--- src/hdl/lpfe_pkg.sv ---
`default_nettype none

package lpfe_pkg;

   // Field widths
   localparam int unsigned IndexW = 10;
   localparam int unsigned ColorW = 8;
   localparam int unsigned AddrW  = 16;
   localparam int unsigned CountW = 11;
   localparam int unsigned ModeW  = 3;
   localparam int unsigned OrderW = 3;
   localparam int unsigned SeqW   = 5;   // write counter, up to 32 writes per item
   localparam int unsigned CsrAddrW = 5;
   localparam int unsigned CsrDataW = 32;

   // Strip limit and queue default
   localparam int unsigned MaxPixels  = 1024;
   localparam int unsigned QueueDepth = 2;

   // Encoding modes
   localparam logic [ModeW-1:0] ModeRtzRgb    = 3'd0;
   localparam logic [ModeW-1:0] ModeRtzRgbw   = 3'd1;
   localparam logic [ModeW-1:0] ModeBrightRgb = 3'd2;
   localparam logic [ModeW-1:0] ModePlainRgb  = 3'd3;
   localparam logic [ModeW-1:0] ModeFlagBgr   = 3'd4;

   // Three-colour orders
   localparam logic [OrderW-1:0] OrderRbg = 3'd1;
   localparam logic [OrderW-1:0] OrderGrb = 3'd2;
   localparam logic [OrderW-1:0] OrderGbr = 3'd3;
   localparam logic [OrderW-1:0] OrderBrg = 3'd4;
   localparam logic [OrderW-1:0] OrderBgr = 3'd5;

   // Register indexes
   localparam logic [2:0] RegMode       = 3'd0;
   localparam logic [2:0] RegOrder      = 3'd1;
   localparam logic [2:0] RegOneCode    = 3'd2;
   localparam logic [2:0] RegZeroCode   = 3'd3;
   localparam logic [2:0] RegBrightness = 3'd4;
   localparam logic [2:0] RegPixelCount = 3'd5;

   // Register reset values
   localparam logic [ModeW-1:0]  ModeReset       = ModeRtzRgb;
   localparam logic [OrderW-1:0] OrderReset      = OrderGrb;
   localparam logic [7:0]        OneCodeReset    = 8'd248;
   localparam logic [7:0]        ZeroCodeReset   = 8'd192;
   localparam logic [7:0]        BrightnessReset = 8'd255;
   localparam logic [CountW-1:0] PixelCountReset = 11'd1024;

   // Flag header base
   localparam logic [7:0] FlagBase = 8'hC0;

   typedef struct packed {
      logic [IndexW-1:0] pixel_index;
      logic [ColorW-1:0] red;
      logic [ColorW-1:0] green;
      logic [ColorW-1:0] blue;
      logic [ColorW-1:0] white;
   } req_type;

   typedef struct packed {
      logic [AddrW-1:0]  byte_address;
      logic [7:0]        byte_value;
      logic              last_write;
   } rsp_type;

   typedef struct packed {
      logic [ModeW-1:0]  encoding_mode;
      logic [OrderW-1:0] color_order;
      logic [7:0]        one_code;
      logic [7:0]        zero_code;
      logic [7:0]        brightness_byte;
      logic [CountW-1:0] pixel_count;
   } cfg_type;

   // One classified item: bytes in send order, byte 0 first
   typedef struct packed {
      logic [AddrW-1:0]      base;
      logic [3:0][7:0]       bytes;
      logic                  rtz;
      logic [SeqW-1:0]       last_seq;
   } desc_type;

endpackage

`default_nettype wire

--- src/hdl/lpfe_front.sv ---
`default_nettype none

module lpfe_front (
   input  wire  logic               req_valid,
   output       logic               req_stall,
   input  wire  lpfe_pkg::req_type  req_data,
   input  wire  lpfe_pkg::cfg_type  cfg,
   input  wire  logic               queue_full,
   output       logic               push_valid,
   output       lpfe_pkg::desc_type push_data
);

   logic                     in_range;
   logic                     mode_ok;
   logic [lpfe_pkg::AddrW-1:0] idx_w;
   logic [7:0]               r, g, b;
   logic [7:0]               flag;

   assign r     = req_data.red;
   assign g     = req_data.green;
   assign b     = req_data.blue;
   assign idx_w = lpfe_pkg::AddrW'(req_data.pixel_index);

   // Drop pixels beyond the strip
   assign in_range = ({1'b0, req_data.pixel_index} < cfg.pixel_count)
                  && (32'(req_data.pixel_index) < lpfe_pkg::MaxPixels);

   assign flag = lpfe_pkg::FlagBase | {2'b00, ~b[7:6], ~g[7:6], ~r[7:6]};

   // Classify by mode: base address, byte sequence and write count
   always_comb begin
      push_data = '0;
      mode_ok   = 1'b1;
      case (cfg.encoding_mode)
         lpfe_pkg::ModeRtzRgb: begin
            push_data.base     = (idx_w << 4) + (idx_w << 3) + 16'd1;
            push_data.rtz      = 1'b1;
            push_data.last_seq = 5'd23;
            case (cfg.color_order)
               lpfe_pkg::OrderRbg: push_data.bytes = {8'h00, g, b, r};
               lpfe_pkg::OrderGrb: push_data.bytes = {8'h00, b, r, g};
               lpfe_pkg::OrderGbr: push_data.bytes = {8'h00, r, b, g};
               lpfe_pkg::OrderBrg: push_data.bytes = {8'h00, g, r, b};
               lpfe_pkg::OrderBgr: push_data.bytes = {8'h00, r, g, b};
               default:            push_data.bytes = {8'h00, b, g, r};
            endcase
         end
         lpfe_pkg::ModeRtzRgbw: begin
            push_data.base     = (idx_w << 5) + 16'd1;
            push_data.rtz      = 1'b1;
            push_data.last_seq = 5'd31;
            push_data.bytes    = {req_data.white, b, r, g};
         end
         lpfe_pkg::ModeBrightRgb: begin
            push_data.base     = (idx_w << 2) + 16'd4;
            push_data.last_seq = 5'd3;
            push_data.bytes    = {b, g, r, cfg.brightness_byte};
         end
         lpfe_pkg::ModePlainRgb: begin
            push_data.base     = (idx_w << 1) + idx_w;
            push_data.last_seq = 5'd2;
            push_data.bytes    = {8'h00, b, g, r};
         end
         lpfe_pkg::ModeFlagBgr: begin
            push_data.base     = (idx_w << 2) + 16'd4;
            push_data.last_seq = 5'd3;
            push_data.bytes    = {r, g, b, flag};
         end
         default: mode_ok = 1'b0;
      endcase
   end

   // Hold the input while the queue is full
   assign req_stall  = queue_full;
   assign push_valid = req_valid && !queue_full && in_range && mode_ok;

endmodule

`default_nettype wire

--- src/hdl/lpfe_fifo.sv ---
`default_nettype none

module lpfe_fifo #(
   parameter int unsigned DEPTH = lpfe_pkg::QueueDepth
) (
   input  wire  logic               clock,
   input  wire  logic               reset,
   input  wire  logic               push_valid,
   input  wire  lpfe_pkg::desc_type push_data,
   output       logic               full,
   input  wire  logic               pop,
   output       logic               head_valid,
   output       lpfe_pkg::desc_type head_data
);

   localparam int unsigned PtrW = (DEPTH > 1) ? $clog2(DEPTH) : 1;
   localparam int unsigned CntW = $clog2(DEPTH + 1);
   localparam logic [PtrW-1:0] PtrLast = PtrW'(DEPTH - 1);
   localparam logic [CntW-1:0] CntFull = CntW'(DEPTH);

   lpfe_pkg::desc_type slots_ff [DEPTH];
   logic [PtrW-1:0] wr_ptr_ff, wr_ptr_in;
   logic [PtrW-1:0] rd_ptr_ff, rd_ptr_in;
   logic [CntW-1:0] count_ff, count_in;
   logic            do_pop;

   assign full       = (count_ff == CntFull);
   assign head_valid = (count_ff != '0);
   assign head_data  = slots_ff[rd_ptr_ff];
   assign do_pop     = pop && head_valid;

   // Advance pointers and occupancy
   always_comb begin
      wr_ptr_in = wr_ptr_ff;
      rd_ptr_in = rd_ptr_ff;
      count_in  = count_ff;
      if (push_valid) begin
         wr_ptr_in = (wr_ptr_ff == PtrLast) ? '0 : wr_ptr_ff + 1'b1;
      end
      if (do_pop) begin
         rd_ptr_in = (rd_ptr_ff == PtrLast) ? '0 : rd_ptr_ff + 1'b1;
      end
      if (push_valid && !do_pop) begin
         count_in = count_ff + 1'b1;
      end else if (do_pop && !push_valid) begin
         count_in = count_ff - 1'b1;
      end
   end

   always_ff @(posedge clock) begin
      if (reset) begin
         wr_ptr_ff <= '0;
         rd_ptr_ff <= '0;
         count_ff  <= '0;
      end else begin
         wr_ptr_ff <= wr_ptr_in;
         rd_ptr_ff <= rd_ptr_in;
         count_ff  <= count_in;
      end
   end

   // Store the pushed item
   always_ff @(posedge clock) begin
      if (push_valid) begin
         slots_ff[wr_ptr_ff] <= push_data;
      end
   end

endmodule

`default_nettype wire

--- src/hdl/lpfe_back.sv ---
`default_nettype none

module lpfe_back (
   input  wire  logic               clock,
   input  wire  logic               reset,
   input  wire  lpfe_pkg::cfg_type  cfg,
   input  wire  logic               head_valid,
   input  wire  lpfe_pkg::desc_type head_data,
   output       logic               pop,
   output       logic               rsp_valid,
   input  wire  logic               rsp_stall,
   output       lpfe_pkg::rsp_type  rsp_data
);

   lpfe_pkg::desc_type          desc_ff, desc_in;
   logic [lpfe_pkg::SeqW-1:0]   seq_ff, seq_in;
   logic                        busy_ff, busy_in;
   logic                        rsp_valid_ff, rsp_valid_in;
   lpfe_pkg::rsp_type           rsp_data_ff, rsp_data_in;
   logic                        out_free;
   logic                        at_last;
   logic [7:0]                  cur_byte;
   logic                        cur_bit;
   lpfe_pkg::rsp_type           gen;

   assign out_free = !rsp_valid_ff || !rsp_stall;
   assign at_last  = (seq_ff == desc_ff.last_seq);
   assign pop      = head_valid && (!busy_ff || (out_free && at_last));

   // Form the current write
   always_comb begin
      if (desc_ff.rtz) begin
         cur_byte = desc_ff.bytes[seq_ff[4:3]];
         cur_bit  = cur_byte[~seq_ff[2:0]];
         gen.byte_value = cur_bit ? cfg.one_code : cfg.zero_code;
      end else begin
         cur_byte = desc_ff.bytes[seq_ff[1:0]];
         cur_bit  = 1'b0;
         gen.byte_value = cur_byte;
      end
      gen.byte_address = desc_ff.base + lpfe_pkg::AddrW'(seq_ff);
      gen.last_write   = at_last;
   end

   // Advance the sequencer, load the next item when this one ends
   always_comb begin
      desc_in      = desc_ff;
      seq_in       = seq_ff;
      busy_in      = busy_ff;
      rsp_valid_in = rsp_valid_ff;
      rsp_data_in  = rsp_data_ff;
      if (out_free) begin
         rsp_valid_in = busy_ff;
         rsp_data_in  = gen;
      end
      if (pop) begin
         desc_in = head_data;
         seq_in  = '0;
         busy_in = 1'b1;
      end else if (busy_ff && out_free) begin
         if (at_last) begin
            busy_in = 1'b0;
         end else begin
            seq_in = seq_ff + 1'b1;
         end
      end
   end

   always_ff @(posedge clock) begin
      if (reset) begin
         busy_ff      <= 1'b0;
         rsp_valid_ff <= 1'b0;
      end else begin
         busy_ff      <= busy_in;
         rsp_valid_ff <= rsp_valid_in;
      end
   end

   always_ff @(posedge clock) begin
      desc_ff     <= desc_in;
      seq_ff      <= seq_in;
      rsp_data_ff <= rsp_data_in;
   end

   assign rsp_valid = rsp_valid_ff;
   assign rsp_data  = rsp_data_ff;

endmodule

`default_nettype wire

--- src/hdl/led_pixel_frame_encoder_core.sv ---
`default_nettype none

// Channel   Direction  Handshake          Payload
// req       in         req_valid/stall    lpfe_pkg::req_type (one pixel)
// rsp       out        rsp_valid/stall    lpfe_pkg::rsp_type (one buffer write)
// csr       in/out     psel/penable       six registers at byte address 4*i
//
// Writes leave at one per cycle from the single result register while rsp_stall is
// low: 24 writes for a three-colour rtz pixel, 32 for four-colour rtz, 4 in modes 2 and 4, 3 in mode 3.
// A dropped pixel (index out of range or unused mode) produces no writes.
// Reset is synchronous and returns the registers to their defaults; there is no
// clearing pass. The queue of QUEUE_DEPTH items lets the input run ahead of a
// stalled result channel; req_stall rises only when that queue is full.

module led_pixel_frame_encoder_core #(
   parameter int unsigned QUEUE_DEPTH = lpfe_pkg::QueueDepth
) (
   input  wire  logic                            clock,
   input  wire  logic                            reset,
   input  wire  logic                            req_valid,
   output       logic                            req_stall,
   input  wire  lpfe_pkg::req_type               req_data,
   output       logic                            rsp_valid,
   input  wire  logic                            rsp_stall,
   output       lpfe_pkg::rsp_type               rsp_data,
   input  wire  logic                            psel,
   input  wire  logic                            penable,
   input  wire  logic                            pwrite,
   input  wire  logic [lpfe_pkg::CsrAddrW-1:0]   paddr,
   input  wire  logic [lpfe_pkg::CsrDataW-1:0]   pwdata,
   output       logic [lpfe_pkg::CsrDataW-1:0]   prdata,
   output       logic                            pready
);

   lpfe_pkg::cfg_type  cfg_ff, cfg_in;
   logic               cfg_write;
   logic [2:0]         reg_sel;
   logic               push_valid;
   lpfe_pkg::desc_type push_data;
   logic               queue_full;
   logic               pop;
   logic               head_valid;
   lpfe_pkg::desc_type head_data;

   assign pready    = 1'b1;
   assign reg_sel   = paddr[4:2];
   assign cfg_write = psel && penable && pwrite;

   // Decode register writes
   always_comb begin
      cfg_in = cfg_ff;
      if (cfg_write) begin
         case (reg_sel)
            lpfe_pkg::RegMode:       cfg_in.encoding_mode   = pwdata[2:0];
            lpfe_pkg::RegOrder:      cfg_in.color_order     = pwdata[2:0];
            lpfe_pkg::RegOneCode:    cfg_in.one_code        = pwdata[7:0];
            lpfe_pkg::RegZeroCode:   cfg_in.zero_code       = pwdata[7:0];
            lpfe_pkg::RegBrightness: cfg_in.brightness_byte = pwdata[7:0];
            lpfe_pkg::RegPixelCount: cfg_in.pixel_count     = pwdata[10:0];
            default:                 cfg_in = cfg_ff;
         endcase
      end
   end

   always_ff @(posedge clock) begin
      if (reset) begin
         cfg_ff.encoding_mode   <= lpfe_pkg::ModeReset;
         cfg_ff.color_order     <= lpfe_pkg::OrderReset;
         cfg_ff.one_code        <= lpfe_pkg::OneCodeReset;
         cfg_ff.zero_code       <= lpfe_pkg::ZeroCodeReset;
         cfg_ff.brightness_byte <= lpfe_pkg::BrightnessReset;
         cfg_ff.pixel_count     <= lpfe_pkg::PixelCountReset;
      end else begin
         cfg_ff <= cfg_in;
      end
   end

   // Read back the selected register
   always_comb begin
      case (reg_sel)
         lpfe_pkg::RegMode:       prdata = 32'(cfg_ff.encoding_mode);
         lpfe_pkg::RegOrder:      prdata = 32'(cfg_ff.color_order);
         lpfe_pkg::RegOneCode:    prdata = 32'(cfg_ff.one_code);
         lpfe_pkg::RegZeroCode:   prdata = 32'(cfg_ff.zero_code);
         lpfe_pkg::RegBrightness: prdata = 32'(cfg_ff.brightness_byte);
         lpfe_pkg::RegPixelCount: prdata = 32'(cfg_ff.pixel_count);
         default:                 prdata = '0;
      endcase
   end

   lpfe_front u_front (
      .req_valid  (req_valid),
      .req_stall  (req_stall),
      .req_data   (req_data),
      .cfg        (cfg_ff),
      .queue_full (queue_full),
      .push_valid (push_valid),
      .push_data  (push_data)
   );

   lpfe_fifo #(
      .DEPTH (QUEUE_DEPTH)
   ) u_fifo (
      .clock      (clock),
      .reset      (reset),
      .push_valid (push_valid),
      .push_data  (push_data),
      .full       (queue_full),
      .pop        (pop),
      .head_valid (head_valid),
      .head_data  (head_data)
   );

   lpfe_back u_back (
      .clock      (clock),
      .reset      (reset),
      .cfg        (cfg_ff),
      .head_valid (head_valid),
      .head_data  (head_data),
      .pop        (pop),
      .rsp_valid  (rsp_valid),
      .rsp_stall  (rsp_stall),
      .rsp_data   (rsp_data)
   );

endmodule

`default_nettype wire
--- config.mk ---
export PLATFORM = sky130hd
export DESIGN_NAME = led_pixel_frame_encoder_core
export DESIGN_NICKNAME = d
export VERILOG_FILES = /design/src/hdl/lpfe_pkg.sv /design/src/hdl/lpfe_front.sv /design/src/hdl/lpfe_fifo.sv /design/src/hdl/lpfe_back.sv /design/src/hdl/led_pixel_frame_encoder_core.sv
export SDC_FILE = /design/constraint.sdc
export NUM_CORES = 1
export LEC_CHECK = 0
export ABC_AREA = 1
export BUFFER_PORTS_ARGS = -buffer_cell sky130_fd_sc_hd__buf_2
export CORE_UTILIZATION = 40
export CTS_BUF_LIST = sky130_fd_sc_hd__clkbuf_16
export CTS_CLUSTER_SIZE = 40
export DETAILED_ROUTE_END_ITERATION = 12
export SLEW_MARGIN = 20
export SYNTH_ARGS = -nofsm -noshare
export SYNTH_HDL_FRONTEND = slang
export SYNTH_SLANG_ARGS = --single-unit
--- constraint.sdc ---
create_clock -name clock -period 5.05 [get_ports clock]
set_clock_uncertainty 0.05 [all_clocks]
set_input_delay 0.7575 -clock clock [delete_from_list [all_inputs] [get_ports clock]]
set_output_delay 0.7575 -clock clock [all_outputs]
set_load 0.01 [all_outputs]
### After elaboration in Yosys (flattened, before gate mapping)

Memory sizes are Yosys's and may differ from the RTL's. A register that Yosys moved wholly into a read port is not among the register bits.
Cells that the tools add are included.

| cells by class | value |
|---|---|
| add/subtract/negate cells | 11 |
| multipliers | 0 |
| divide/modulo/power cells | 0 |
| order comparisons | 4 |
| equality and inequality tests | 16 |
| shifts and indexed selects | 0 |
| multiplexer cells | 23 |
| bitwise gates (word level) | 5 |
| reduce and logical (&&, ||, !) cells | 36 |

Operator list:

| operator | number |
|---|---|
| 48-bit case mux with 5 select lines | 1 |
| 24-bit case mux with 5 select lines | 1 |
| 11-bit case mux with 6 select lines | 1 |
| 8-bit binary-select mux with 2-bit select | 2 |
| 8-bit two-way mux | 4 |
| 5-bit case mux with 4 select lines | 1 |
| 3-bit by 2-bit == test with 1-bit output, second input constant | 6 |
| 15-bit by 1-bit adder with 16-bit output, second input constant | 1 |
| 16-bit by 1-bit adder with 16-bit output, second input constant | 1 |
| 16-bit by 5-bit adder with 16-bit output | 1 |
| 2-bit AND reduction | 8 |
| 14-bit by 13-bit adder with 15-bit output | 1 |
| 3-bit == test, second input constant | 5 |
| 12-bit by 3-bit adder with 13-bit output, second input constant | 1 |
| 11-bit by 10-bit adder with 12-bit output | 1 |
| 1-bit logical AND | 11 |
| 10-bit by 11-bit less-than comparator with 1-bit output | 1 |
| 1-bit two-way mux | 10 |
| 3-bit by 1-bit == test with 1-bit output, second input constant | 3 |
| 2-bit nonzero test | 4 |
| 1-bit logical NOT | 6 |
| 3-bit logical NOT | 2 |
| 2-bit by 3-bit less-than comparator with 1-bit output, second input constant | 2 |
| 2-bit inverter | 3 |
| other kinds (14) | 18 |

| storage, ports and cells | value |
|---|---|
| register bits after elaboration | 77 |
| bits in latches | 0 |
| RAM bits | 108 |
| bits in read-only memories | 0 |
| bits of input ports | 86 |
| output and inout port bits | 60 |
| memories kept | 1 |

Memories:

| name | words | width | read ports | clocked after Yosys merged registers in | wr ports | RTL line | RTL |
|---|---|---|---|---|---|---|---|
| u_fifo.slots_ff | 2 | 54 | 1 | 1 | 1 | lpfe_fifo.sv:21 | `lpfe_pkg::desc_type slots_ff [DEPTH];` |

### Longest topological paths before layout

Gate-level depths: netlist (run 1).

| logic depth | value |
|---|---|
| word-level depth | 9 |
| gate-level depth with buffers | 16 |

### Cells and area by module

Synthesis (run 1) repeated with hierarchy kept, for this count alone.

| unflattened totals | value |
|---|---|
| cell total of the unflattened synthesis | 1430 |
| area total of the unflattened synthesis | 13202.7 sq um |

By module, submodules not included:

| module | times used | cells an instance | area an instance (sq um) | sequential area each (sq um) |
|---|---|---|---|---|
| lpfe_fifo | 1 | 203 | 4381.7 | 3343.2 |
| lpfe_back | 1 | 393 | 4068.9 | 2512.4 |
| lpfe_front | 1 | 483 | 2488.6 | 0.0 |
| led_pixel_frame_encoder_core | 1 | 351 | 2263.4 | 820.8 |

### Worst setup path before layout (run 1)

Ideal clock, no wire load.

| timing | value |
|---|---|
| kind | input to register |
| start point | input port req_data[36] (netlist name) |
| end point | memory u_fifo.slots_ff[0][0] (netlist name), enable pin |
| library setup time | 460 ps |
| data arrival time | 3760 ps |
| path slack | 780 ps |
| stages | 10 |
| cell sequence | ha_1 > nand2_1 > inv_1 > o21ai_0 > nand2_1 > nand2_1 > nand2_1 > nor2_1 > nand3_1 > nor2_1 |

| between the ends | value |
|---|---|
| longest elaborated chain between the ends | 5 |

RTL lines:

| element | RTL line | RTL |
|---|---|---|
| start, declared | led_pixel_frame_encoder_core.sv:22 | `input wire lpfe_pkg::req_type req_data,` |
| 10-bit by 11-bit less-than comparator with 1-bit output | lpfe_front.sv:25 | `assign in_range = ({1'b0, req_data.pixel_index} < cfg.pixel_count)` |
| 1-bit logical AND (2 in series) | lpfe_front.sv:75 | `assign push_valid = req_valid && !queue_full && in_range && mode_ok;` |
| 1-bit two-way mux | lpfe_fifo.sv:64 | `if (push_valid) begin` |
| 1-bit two-way mux (not written as such) | lpfe_fifo.sv:65 | `slots_ff[wr_ptr_ff] <= push_data;` |
| end, declared | lpfe_fifo.sv:21 |  |

Every way passes these cells.

### Worst setup path after layout (run 1)

| timing | value |
|---|---|
| start point | input port req_data[36] (netlist name) |
| end point | memory u_fifo.slots_ff[0][34] (netlist name), enable pin |

The elaborated chain is that of the path after synthesis.

==> results of run 1 <==
power groups by stage:
| stage | Combinational (mW) | Clock (mW) | Sequential, mW |
|---|---|---|---|
| finish | 1.79 | 1.48 | 2.92 |
| global route | 2.02 | 1.60 | 2.97 |
| CTS | 1.81 | 1.52 | 2.93 |
| detailed placement | 1.80 | 0 | 2.96 |
| global placement | 1.78 | 0 | 2.95 |
| floorplan | 1.20 | 0 | 2.95 |
flip-flops by register name (all words and copies together), names as in the netlist:
name,flops
cfg_ff,41
u_fifo.rd_ptr_ff,1
u_back.rsp_valid,1
u_back.desc_ff,51
u_back.seq_ff,5
u_back.busy_ff,1
u_fifo.count_ff,2
u_fifo.slots_ff,102
u_fifo.wr_ptr_ff,1
u_back.rsp_data,25
final timing paths:
path | end | cells past startpoint | start
hold reg to reg | cfg_ff[24] | 2 | cfg_ff[24]
setup / recovery | u_fifo.slots_ff[0][34] | 12 | req_data[36]
hold / removal | cfg_ff[10] | 3 | pwdata[10]
setup reg to reg | u_fifo.slots_ff[0][34] | 9 | cfg_ff[2]
layer usage:
layer / up-vias / part of all wire [%] / global-route usage, %
li1: 4561 / - / -
met1: 4224 / 45 / 27.7
met2: 379 / 45 / 31.4
met3: 48 / 7.3 / 2.74
met4: 0 / 2.4 / 5.63
met5: - / 0 / 0
worst register-to-register path, delay by kind of cell, from the launching register on:
kind / cells / cell delay, ps
buffers and inverters: 2 / 500
AOI/OAI and AO/OA: 1 / 180
and+or+nand+nor: 5 / 1320
DFF: 1 / 340
adders and majority gates: 1 / 290
per-stage QoR:
stage               utilization [%]  power (mW)
floorplan                         -        4.15
global placement               43.5        4.74
detailed placement             43.5        4.77
CTS                            45.7        6.26
global route                   45.7        6.59
finish                         45.7        6.20
kinds of logic after synthesis:
group | Yosys count | share of synthesized area [%]
compound gates | 258 | 13.9
xor+xnor | 28 | 2.08
fa+ha+maj | 28 | 3.10
buf+inv | 222 | 8.41
flops | 230 | 54.1
other cells | 2 | 0.0637
simple gates | 518 | 18.3
layout make-up:
class                      count  area [um^2]  share of cell area (%)
clock buffer                  23          576                    4.36
clock inverter                19         78.8                   0.597
inverter                     160          607                    4.60
multi-input combinational    854         4500                    34.1
sequential                   230         6390                    48.4
tap                          384          480                    3.64
timing repair buffer         109          568                    4.30
cell usage in the layout (no fill, tap or decap), types with 3 or more instances in the layout:
master,Yosys,final
nand2_1,350,350
edfxtp_1,178,178
inv_1,134,145
buf_2,12,100
nand3_1,75,75
nor2_1,67,66
dfxtp_1,52,52
a21oi_1,47,47
o21ai_1,45,45
o21ai_0,37,37
o22ai_1,36,36
ha_1,26,26
o221ai_1,24,24
inv_2,23,23
clkbuf_16,0,23
conb_1,2,22
o211ai_1,20,20
xor2_1,18,18
a21oi_2,12,12
a22oi_1,11,11
xnor2_1,10,10
o2111ai_1,9,9
buf_4,24,9
nand4_1,5,5
clkinv_1,1,5
a21o_1,4,4
nor3_1,4,4
clkinv_2,0,3
a221oi_1,3,3
nand2_2,3,3
nor2_4,2,3
==> flow_metrics.tcl, run 1 <==
set metrics [dict create \
    outcome "finished, final reports clean" \
    worst_slack_ps 1980 \
    fin_crit_sh_pct 60.7 \
    p_seq_share_pct 47.2 \
    postRouteAntennaNets 0 \
    place_area_um2 12500 \
    p_sw_share_pct 34.1 \
    synth-seq-area-share_pct 54.1 \
    crit_fanout 23 \
    critPathKind "in -> reg" \
    grt_max_degree 53 \
    final_max_slew_viol_count 0 \
    worstSkewPairLatency_ps 510 \
    firstDrtPassIters 5 \
    crit_chain "buf_2, ha_1, nand2_1, inv_1, o21ai_0, nand2_1, nand2_1, nand2_1, nor2_1, nand3_1, nor2_4, buf_4" \
    p_leak_nw 5.65 \
    synth_edf_count 178 \
    drv_cap 0 \
    overflow 0 \
    clockRootBuffer "clkbuf_16" \
    ys_seq_elements 230 \
    boundaryPins 146 \
    tightest_slew_ps 1050 \
    drtIter0Drc 668 \
    ys.flop_type "edfxtp_1" \
    core-area_um2 28900 \
    crit_path_top_delay_cell "nor2_4" \
    routed-via-count 9212 \
    cts_resized 0 \
    cts_setup_buffers 0 \
    fmax_mhz 326 \
    nets 1492 \
    cts_max_path_buffers 3 \
    drive_gt1_share_pct 13.5 \
    final_cells 1779 \
    pre_cts_ws_ps 1530 \
    rrSetupSlack_ps 2040 \
    via_per_inst 5.18 \
    cts_tree "built" \
    grt_pass1_wl_mm 46.6 \
    path_delay_family "simple AND/OR/NAND/NOR gates" \
    synthTopCellsByArea "edfxtp_1, nand2_1, dfxtp_1" \
    grtUsageTotal_pct 19.6 \
    synth_common_cells "nand2_1, edfxtp_1, inv_1" \
    p_int_mw 4.08 \
    critPathLaunchType "input port" \
    timing.hold.ws_ps 421 \
    clk_transition_reported_paths_ps 60 \
    ys_types 50 \
    fin_crit_ps 3070 \
    final_area_um2 13200 \
    place_congestion 0.892 \
    synth_top_cell_area_share_pct 45.3 \
    ys_warn_count 0 \
    io_buffers 100 \
    drc 0 \
    dieArea_um2 30200 \
    yosys.area.top_type "edfxtp_1" \
    diodes 0 \
    pwr-share-comb_pct 28.9 \
    routed_wl_mm 30.1 \
    p_per_area_nw_per_um2 470 \
    max-slew-margin-rel_pct 29.3 \
    cts_sinks 230 \
    start_util_pct 40.9 \
    timing.critical_path.mode_cell "nand2_1" \
    cp-end-kind "register" \
    htree_levels 1 \
    switchingPower_mw 2.11 \
    die_x_um 174 \
    slowest_delay_ps 630 \
    dp_cells 1737 \
    arrival_ps 3190 \
    synth_area_um2 11800 \
    num_rows 62 \
    min_path_type "in -> reg" \
    syn_avg_cell_area_um2 9.17 \
    wl_per_cell_um 16.9 \
    cp_num_buf_inv 3 \
    clock_power_share_pct 24.0 \
    crit_required_ps 5180 \
    die_h_um 174 \
    setup_viol 0 \
    cts_made_buffers 23 \
    yosysMostFrequentCell "nand2_1" \
    antenna_found_initial 0 \
    finalHoldViolations 0 \
    holdBufCountCts 0 \
    finalSetupTns_ps 0 \
    num-fill-cells 2812 \
    dpl.hpwl_mm 22.1 \
    syn_inst 1286 \
    area_growth_pct 11.9 \
    async_flop_share_pct 0 \
    grt_pass1_vias 8414 \
    ir_worst_vdd_v 0.000237 \
    rsz0062_at_grt "no" \
]
Note: power is estimated with default switching activity, not from simulation.
==> inputs of run 2 (changes only) <==
- clock period: 5.05 -> 2.9 ns (I/O delays scaled with it)
==> run 2 against run 1 <==
Compared with the run above: global-route usage is 0.55 points higher; worst hold slack worse by 330 ps; first-iteration DRC count grew 15%; sequential power grew 73%; clock-buffer cell count rose by 2; register-to-register slack worse by 1700 ps; combinational power rose by 83%; final area up 2.3%; non-clock buffer count up 15; total power is 83% higher; core utilization rose by 1.1 points; die area is the same; critical endpoint is now u_fifo.count_ff[1].
==> flow_metrics.tcl, run 2 (synthesized netlist as in run 1, its figures left out) <==
set metrics [dict create \
    num_rows 62 \
    max-slew-margin-rel_pct 56.7 \
    min_path_type "in -> reg" \
    p_per_area_nw_per_um2 840 \
    slowest_delay_ps 300 \
    crit_required_ps 3260 \
    crit_path_top_delay_cell "dfxtp_1" \
    grtUsageTotal_pct 20.2 \
    cp_num_buf_inv 3 \
    routed-via-count 9298 \
    cts_sinks 230 \
    die_x_um 174 \
    wl_per_cell_um 17.1 \
    postRouteAntennaNets 0 \
    cts_made_buffers 25 \
    largest-register "u_fifo.slots_ff" \
    htree_levels 1 \
    path_delay_family "simple AND/OR/NAND/NOR gates" \
    final_cell_mix "nand2_1, edfxtp_1, inv_1" \
    dieArea_um2 30200 \
    io_buffers 100 \
    cts_tree "built" \
    area_growth_pct 14.5 \
    cts_setup_buffers 0 \
    tightest_slew_ps 643 \
    largest_register_ffs 102 \
    setup_viol 0 \
    p_leak_nw 5.76 \
    ir_worst_vdd_v 0.000427 \
    firstDrtPassIters 5 \
    worst_slack_ps 340 \
    p_total_mw 11.3 \
    drtIter0Drc 767 \
    finalSetupTns_ps 0 \
    grt_max_degree 53 \
    crit_chain "inv_1, ha_1, nand2_1, inv_1, o21ai_0, nand2_1, nand2_1, nand2_1, nor2_1, nand3_1, inv_1, ha_1, a21oi_1, o21ai_0, o21ai_0, a21oi_1" \
    fin_crit_sh_pct 88.3 \
    cts_resized 0 \
    nets 1509 \
    finalCoreUtilization_pct 46.8 \
    antenna_found_initial 0 \
    fin_crit_ps 2560 \
    pre_cts_ws_ps 138 \
    critPathKind "reg -> reg" \
    clk_transition_reported_paths_ps 60 \
    drc 0 \
    fmax_mhz 391 \
    via_per_inst 5.17 \
    largestRegisters "u_fifo.slots_ff x102, u_back.desc_ff x51, cfg_ff x41" \
    die_h_um 174 \
    diodes 0 \
    grt_pass1_vias 8482 \
    worstSkewPairLatency_ps 520 \
    outcome "finished, final reports clean" \
    drive_gt1_share_pct 15.1 \
    holdBufCountCts 0 \
    cts_max_path_buffers 3 \
    core-area_um2 28900 \
    clockRootBuffer "clkbuf_16" \
    layout_commonest_cell "nand2_1" \
    num-fill-cells 2777 \
    cp-end-kind "register" \
    start_util_pct 40.9 \
    overflow 0 \
    crit_fanout 3 \
    routed_wl_mm 30.7 \
    critPathLaunchType "register" \
    drv_cap 0 \
    finalHoldViolations 0 \
    arrival_ps 2920 \
    dpl.hpwl_mm 22.4 \
    final_max_slew_viol_count 0 \
    boundaryPins 146 \
    grt_pass1_wl_mm 47.7 \
    timing.critical_path.mode_cell "nand2_1" \
    rsz0062_at_grt "no" \
    place_congestion 0.886 \
]
## run 2: metrics by stage
stage / hold slack, ps / cell area, um^2 / instances
3_3_place_gp: 412 / 12700 / 1752
2_1_floorplan: 395 / 11900 / 1306
6_report: 90.0 / 13500 / 1797
5_1_grt: 97.5 / 13500 / 1797
3_5_place_dp: 425 / 12700 / 1752
4_1_cts: 74.6 / 13500 / 1797
## run 2: layout make-up
cell class | instances | area (um^2) | area share, %
Multi-Input combinational cell | 854 | 4500 | 33.3
Timing Repair Buffer | 124 | 743 | 5.50
Clock inverter | 20 | 161 | 1.20
Inverter | 160 | 606 | 4.48
Sequential cell | 230 | 6390 | 47.3
Clock buffer | 25 | 626 | 4.63
Tap cell | 384 | 480 | 3.56
## run 2: per-layer routing
metal | wire length, um | vias to the layer above | GRT usage (%)
li1 | - | 4584 | -
met1 | 13900 | 4319 | 28.2
met2 | 14100 | 351 | 32.6
met3 | 2090 | 44 | 3.03
met4 | 611 | 0 | 5.48
met5 | 0 | - | 0
## run 2: worst min-delay path: stages
cell and delay (ps):
buf_2 80, a21oi_1 50, o21ai_0 60
## run 2: power breakdown
group / total [mW] / internal [mW] / leakage [nW] / switching, mW
Clock: 3.02 / 1.75 / 0.381 / 1.26
Combinational: 3.28 / 1.05 / 3.27 / 2.23
Sequential: 5.04 / 4.72 / 2.11 / 0.322
## run 2: worst paths after layout
path / slack [ps] / end / depth (start not counted) / startpoint
max reg2reg: 340 / u_fifo.count_ff[1] / 16 / cfg_ff[4]
max: 340 / u_fifo.count_ff[1] / 16 / cfg_ff[4]
min reg2reg: 430 / cfg_ff[23] / 2 / cfg_ff[23]
min: 90 / cfg_ff[10] / 3 / pwdata[10]
